--- src/hw/rtl/lz77_greedy_matcher_macros.svh ---
// Assertion macros for the LZ77 greedy matcher; they expect clk and arst_n in scope.
`ifndef LZ77_GREEDY_MATCHER_MACROS_SVH
`define LZ77_GREEDY_MATCHER_MACROS_SVH

// Same-cycle implication, checked outside reset.
`define LZGM_ASSERT_NOW(lbl, ante, cons, msg) \
	lbl: assert property (@(posedge clk) disable iff (!arst_n) (ante) |-> (cons)) \
		else $error(msg);

// Next-cycle implication, checked outside reset.
`define LZGM_ASSERT_NEXT(lbl, ante, cons, msg) \
	lbl: assert property (@(posedge clk) disable iff (!arst_n) (ante) |=> (cons)) \
		else $error(msg);

`endif

--- src/hw/rtl/lzgm_pkg.sv ---
// Shared constants and types of the LZ77 greedy matcher.
package lzgm_pkg;

	localparam int WIN        = 32768;
	localparam int LA         = 258;
	localparam int RING_DEPTH = 65536;

	localparam int LA_USE  = (LA < RING_DEPTH) ? LA : RING_DEPTH;
	localparam int WIN_USE = (WIN < (RING_DEPTH - LA_USE)) ? WIN : (RING_DEPTH - LA_USE);

	localparam int RING_AW = $clog2(RING_DEPTH);
	localparam int LA_IW   = $clog2(LA_USE);
	localparam int CNT_W   = $clog2(WIN_USE + LA_USE);

	// field widths
	localparam int BYTE_W = 8;
	localparam int KIND_W = 2;
	localparam int LEN_W  = 9;
	localparam int DIST_W = 16;

	// match length tree: groups of GRP compare bits
	localparam int GRP    = 8;
	localparam int NG     = (LA_USE + GRP - 1) / GRP;
	localparam int GRP_CW = $clog2(GRP + 1);
	localparam int GI_W   = (NG > 1) ? $clog2(NG) : 1;

	localparam logic [LEN_W-1:0] LEN_FLOOR_RST = LEN_W'(3);

	localparam logic MODE_PUSH  = 1'b0;
	localparam logic MODE_DRAIN = 1'b1;

	localparam logic [KIND_W-1:0] KIND_LIT   = 2'd0;
	localparam logic [KIND_W-1:0] KIND_MATCH = 2'd1;
	localparam logic [KIND_W-1:0] KIND_END   = 2'd2;

	// travels with one candidate window through the compare pipeline
	typedef struct packed {
		logic              vld;
		logic [DIST_W-1:0] distance;
	} win_tag_t;

endpackage

--- src/hw/rtl/lzgm_match_len.sv ---
// Two-stage leading-ones count over the per-byte compare vector of one window.
module lzgm_match_len (
	input  logic                             clk,
	input  logic                             arst_n,
	input  logic [lzgm_pkg::LA_USE-1:0]      eq,
	input  lzgm_pkg::win_tag_t               tag_in,
	output logic [lzgm_pkg::LEN_W-1:0]       len,
	output lzgm_pkg::win_tag_t               tag_out
);

	logic [lzgm_pkg::NG*lzgm_pkg::GRP-1:0] eq_pad;
	logic [lzgm_pkg::NG-1:0]               grp_all_c;
	logic [lzgm_pkg::GRP_CW-1:0]           grp_cnt_c [lzgm_pkg::NG];

	logic [lzgm_pkg::NG-1:0]               grp_all_s2;
	logic [lzgm_pkg::GRP_CW-1:0]           grp_cnt_s2 [lzgm_pkg::NG];
	lzgm_pkg::win_tag_t                    tag_s2;

	logic [lzgm_pkg::GI_W-1:0]             first_c;
	logic [lzgm_pkg::LEN_W-1:0]            len_c;
	logic [lzgm_pkg::LEN_W-1:0]            len_s3;
	lzgm_pkg::win_tag_t                    tag_s3;

	// per group: all ones, and run of ones from the low end
	always_comb begin
		logic run;
		eq_pad = '0;
		eq_pad[lzgm_pkg::LA_USE-1:0] = eq;
		for (int g = 0; g < lzgm_pkg::NG; g++) begin
			run = 1'b1;
			grp_cnt_c[g] = '0;
			for (int b = 0; b < lzgm_pkg::GRP; b++) begin
				if (run && eq_pad[g*lzgm_pkg::GRP + b]) begin
					grp_cnt_c[g] = grp_cnt_c[g] + lzgm_pkg::GRP_CW'(1);
				end else begin
					run = 1'b0;
				end
			end
			grp_all_c[g] = &eq_pad[g*lzgm_pkg::GRP +: lzgm_pkg::GRP];
		end
	end

	always_ff @(posedge clk) begin
		grp_all_s2 <= grp_all_c;
		grp_cnt_s2 <= grp_cnt_c;
		len_s3     <= len_c;
	end

	always_ff @(posedge clk or negedge arst_n) begin
		if (!arst_n) begin
			tag_s2.vld      <= 1'b0;
			tag_s3.vld      <= 1'b0;
			tag_s2.distance <= '0;
			tag_s3.distance <= '0;
		end else begin
			tag_s2.vld      <= tag_in.vld;
			tag_s3.vld      <= tag_s2.vld;
			tag_s2.distance <= tag_in.distance;
			tag_s3.distance <= tag_s2.distance;
		end
	end

	// first group that is not all ones ends the run
	always_comb begin
		first_c = '0;
		for (int g = lzgm_pkg::NG - 1; g >= 0; g--) begin
			if (!grp_all_s2[g]) begin
				first_c = lzgm_pkg::GI_W'(g);
			end
		end
		if (&grp_all_s2) begin
			len_c = lzgm_pkg::LEN_W'(lzgm_pkg::LA_USE);
		end else begin
			len_c = lzgm_pkg::LEN_W'(int'(first_c) * lzgm_pkg::GRP)
				+ lzgm_pkg::LEN_W'(grp_cnt_s2[first_c]);
		end
	end

	assign len     = len_s3;
	assign tag_out = tag_s3;

endmodule

--- config.mk ---
export PLATFORM = sky130hd
export DESIGN_NAME = lzgm_match_len
export DESIGN_NICKNAME = d
export VERILOG_FILES = /design/src/hw/rtl/lz77_greedy_matcher_macros.svh /design/src/hw/rtl/lzgm_pkg.sv /design/src/hw/rtl/lzgm_match_len.sv
export SDC_FILE = /design/constraint.sdc
export NUM_CORES = 1
export LEC_CHECK = 0
export ABC_AREA = 0
export ABC_CLOCK_PERIOD_IN_PS = 3800
export BUFFER_PORTS_ARGS = -buffer_cell sky130_fd_sc_hd__buf_2
export CORE_MARGIN = 2
export CORE_UTILIZATION = 40
export CTS_CLUSTER_DIAMETER = 120
export DETAILED_ROUTE_END_ITERATION = 8
export PLACE_DENSITY_LB_ADDON = 0.1
export SLEW_MARGIN = 0
export SYNTH_ARGS = -nofsm -noshare
export SYNTH_HDL_FRONTEND = slang
export SYNTH_SLANG_ARGS = --single-unit
--- constraint.sdc ---
create_clock -name clk -period 3.8 [get_ports clk]
set_input_delay 0.38 -clock clk [delete_from_list [all_inputs] [get_ports clk]]
set_output_delay 0.38 -clock clk [all_outputs]
set_load 0.02 [all_outputs]
==> impl_metrics.tcl <==
set metrics [dict create \
    status "completed" \
    routabilityCongestion 0.847 \
    clockRootBuffer "clkbuf_16" \
    fin_hold_ws_ns 0.0345 \
    finalSetupViolations 0 \
    synth_area_mm2 0.0156 \
    worst_slew_pin_slew_ns 0.928 \
    numClockSinks 205 \
    postCtsSetupBuffers 0 \
    crit_type "reg2reg" \
    clock_latency_ns 0.51 \
    synth_fp_nets 2418 \
    row_count 72 \
    clockBufferDepth 3 \
    pwr-share-seq 0.422 \
    synth_warnings 0 \
    start_kind "register" \
    num_vias 14000 \
    drt.antenna.violating_nets 0 \
    synth_compound_area_frac 0.114 \
    die-width_um 202 \
    hp-class "in2reg" \
    cap_violations 0 \
    hold_viol_final 0 \
    io_pins 303 \
    cts_max_level 1 \
    fmax_ghz 0.292 \
    initial_utilization 0.404 \
    cts_made_buffers 24 \
    syn_to_final_growth_pct 19.6 \
    swShare 0.262 \
    fin_worst_skew_ns 0.0200 \
    power_density_mw_per_mm2 286 \
    synth_top_family_by_area "simple AND/OR/NAND/NOR gates" \
    p_comb_frac 0.176 \
    cts_tree "built" \
    multi_input_area_mm2 0.0107 \
    portBuffers 302 \
    grt_max_degree 37 \
    relSlewSlack 0.376 \
    final_nets 2727 \
    initialDrtViolationCount 557 \
    core_area_mm2 0.0386 \
    via_per_inst 4.96 \
    synthArstFlopShare 0.166 \
    slew_violations 0 \
    finalCoreUtilization 0.483 \
    synth_edf_count 0 \
    synthXorXnorAreaFrac 0.0813 \
    die_h_um 202 \
    yosysSeqAreaShare 0.274 \
    drt-total-wl_mm 38.9 \
    crit_slowest_cell "a21oi_4" \
    grt_usage 0.187 \
    grt_overflow 0 \
    clkPwrFrac 0.402 \
    ir_drop_mv 0.248 \
    cp.required_ns 4.17 \
    crit_chain "nand4_1 > a21oi_1 > nand2_1 > a21oi_4 > mux2i_1 > a211oi_1 > a211oi_1 > o22ai_1 > ha_1 > ha_1 > xor2_1" \
    dieArea_mm2 0.0407 \
    firstDrtPassIters 5 \
    post_drt_wl_per_cell_um 13.8 \
    finalCritPeriodShare 0.901 \
    synth_flop_cell "dfxtp_1" \
    intPower_uw 3940 \
    drive_gt1_frac 0.207 \
    grt_first_pass_wirelength_mm 63.7 \
    synth_mux_area_frac 0.108 \
    yosys.area_share.adder 0.130 \
    path_clk_slew_ns 0.06 \
    hpwl_mm 32.2 \
    end_kind "register" \
    cpPeakStageDelay_ns 0.58 \
    grt_pass1_vias 13400 \
    rsz0062_at_grt "no" \
    power_switching_uw 1400 \
    cp.arrival_ns 3.79 \
    synth_cell_types 60 \
    drc_errors 0 \
    ff_latch_area_mm2 0.00427 \
    mostFrequentLayoutCells "nand2_1 (373), buf_2 (302), nor2_1 (173), dfxtp_1 (171), ha_1 (162)" \
    path_max_fanout 13 \
    synth_seq_cells 205 \
    fin_tns_setup_ns 0 \
    p_leak_uw 0.00905 \
    antenna_found_initial 2 \
    synth_cells 1979 \
    synth.avg_cell_area_um2 7.90 \
    min_period_ns 3.42 \
    nFillCells 3816 \
    synthSimpleGateAreaFrac 0.247 \
    layout_commonest_cell "nand2_1" \
    r2r_setup_slack_ns 0.38 \
]
==> cell type report <==
type | count | area share
Tap cell | 518 | 0.0347
Multi-Input combinational cell | 1591 | 0.571
Antenna cell | 2 | 0.000268
Timing Repair Buffer | 342 | 0.101
Clock inverter | 7 | 0.00261
Sequential cell | 205 | 0.229
Clock buffer | 36 | 0.0373
Inverter | 124 | 0.0251
==> per-stage QoR <==
stage	setup slack (ns)	area (µm²)	power, µW	std cells
4_1_cts	0.311	18700	5420	2823
3_5_place_dp	0.0352	17700	3230	2762
3_3_place_gp	0.115	17700	3190	2762
2_1_floorplan	0.271	15600	2870	1979
6_report	0.377	18700	5340	2825
5_1_grt	0.213	18700	5660	2825
==> power groups by stage <==
stage               logic (µW)  registers (µW)  clock network (µW)
detailed placement         930            2300                   0
floorplan                  563            2310                   0
global placement           891            2300                   0
CTS                        952            2260                2210
global route              1090            2260                2310
finish                     941            2260                2150
==> cell families after synthesis <==
group                      after synthesis
buffers and inverters                  183
DFF                                    205
adders and majority gates              162
AOI/OAI and AO/OA                      280
xor gates and xnor gates               145
and+or+nand+nor                        848
muxes                                  156
==> worst max-delay path: cells and delay by family (launching register included) <==
kind | cells | cell delay [ns]
flip-flops | 1 | 0.46
adder cells (fa/ha/maj) | 2 | 0.43
XOR/XNOR | 1 | 0.16
AO/OA/AOI/OAI | 5 | 1.39
AND/OR/NAND/NOR | 2 | 0.33
multiplexers | 1 | 0.49
==> flip-flops by register name, indices dropped and copies added, names as in the netlist <==
name / count
tag_out: 17
grp_all_s2: 32
len: 9
tag_s2: 17
grp_cnt_s2: 130
==> cells in the mapped netlist, types with 5 or more instances <==
library cell	number	area [µm²]
a211oi_1	6	45.0
a21boi_0	35	263
a21oi_1	36	180
a311oi_1	5	43.8
a31oi_1	25	156
and2_1	44	275
and3_1	70	438
buf_2	6	30.0
clkbuf_1	48	180
dfrtp_1	34	851
dfxtp_1	171	3420
ha_1	162	2030
inv_1	122	458
mux2_2	106	1190
mux2i_1	50	500
nand2_1	373	1400
nand2b_1	23	144
nand3_1	64	320
nand4_1	16	100
nor2_1	173	649
nor2b_1	53	332
nor3_1	16	80.1
o2111ai_1	12	105
o211ai_1	6	45.0
o21a_1	9	67.6
o21ai_0	104	521
o22ai_1	7	43.8
xnor2_1	104	911
xor2_1	41	359
==> layer usage <==
metal	wire length, µm	GRT usage	up-vias
met5	0	0	-
met2	18800	0.338	252
met4	642	0.0352	0
met1	18100	0.238	6371
met3	1440	0.0233	44
li1	-	-	7359
==> what timing repair did <==
| item | CTS | global route |
|---|---|---|
| hold endpoints to repair | 51 | 0 |
| endpoints found under the setup margin | 0 | 0 |
| hold buffers | 18 | 0 |
| resized for setup | 0 | 0 |
==> worst paths after layout <==
kind | from | end | cells after the start
setup reg to reg | grp_all_s2[10] | len[5] | 11
hold / removal | eq[257] | grp_cnt_s2[0] | 2
setup / recovery | grp_all_s2[10] | len[5] | 11
max in group asynchronous | arst_n | tag_out[6] | 2
hold reg to reg | tag_s2[15] | tag_out[15] | 0
min in group asynchronous | arst_n | tag_out[10] | 2
(Power assumes the default switching activity.)
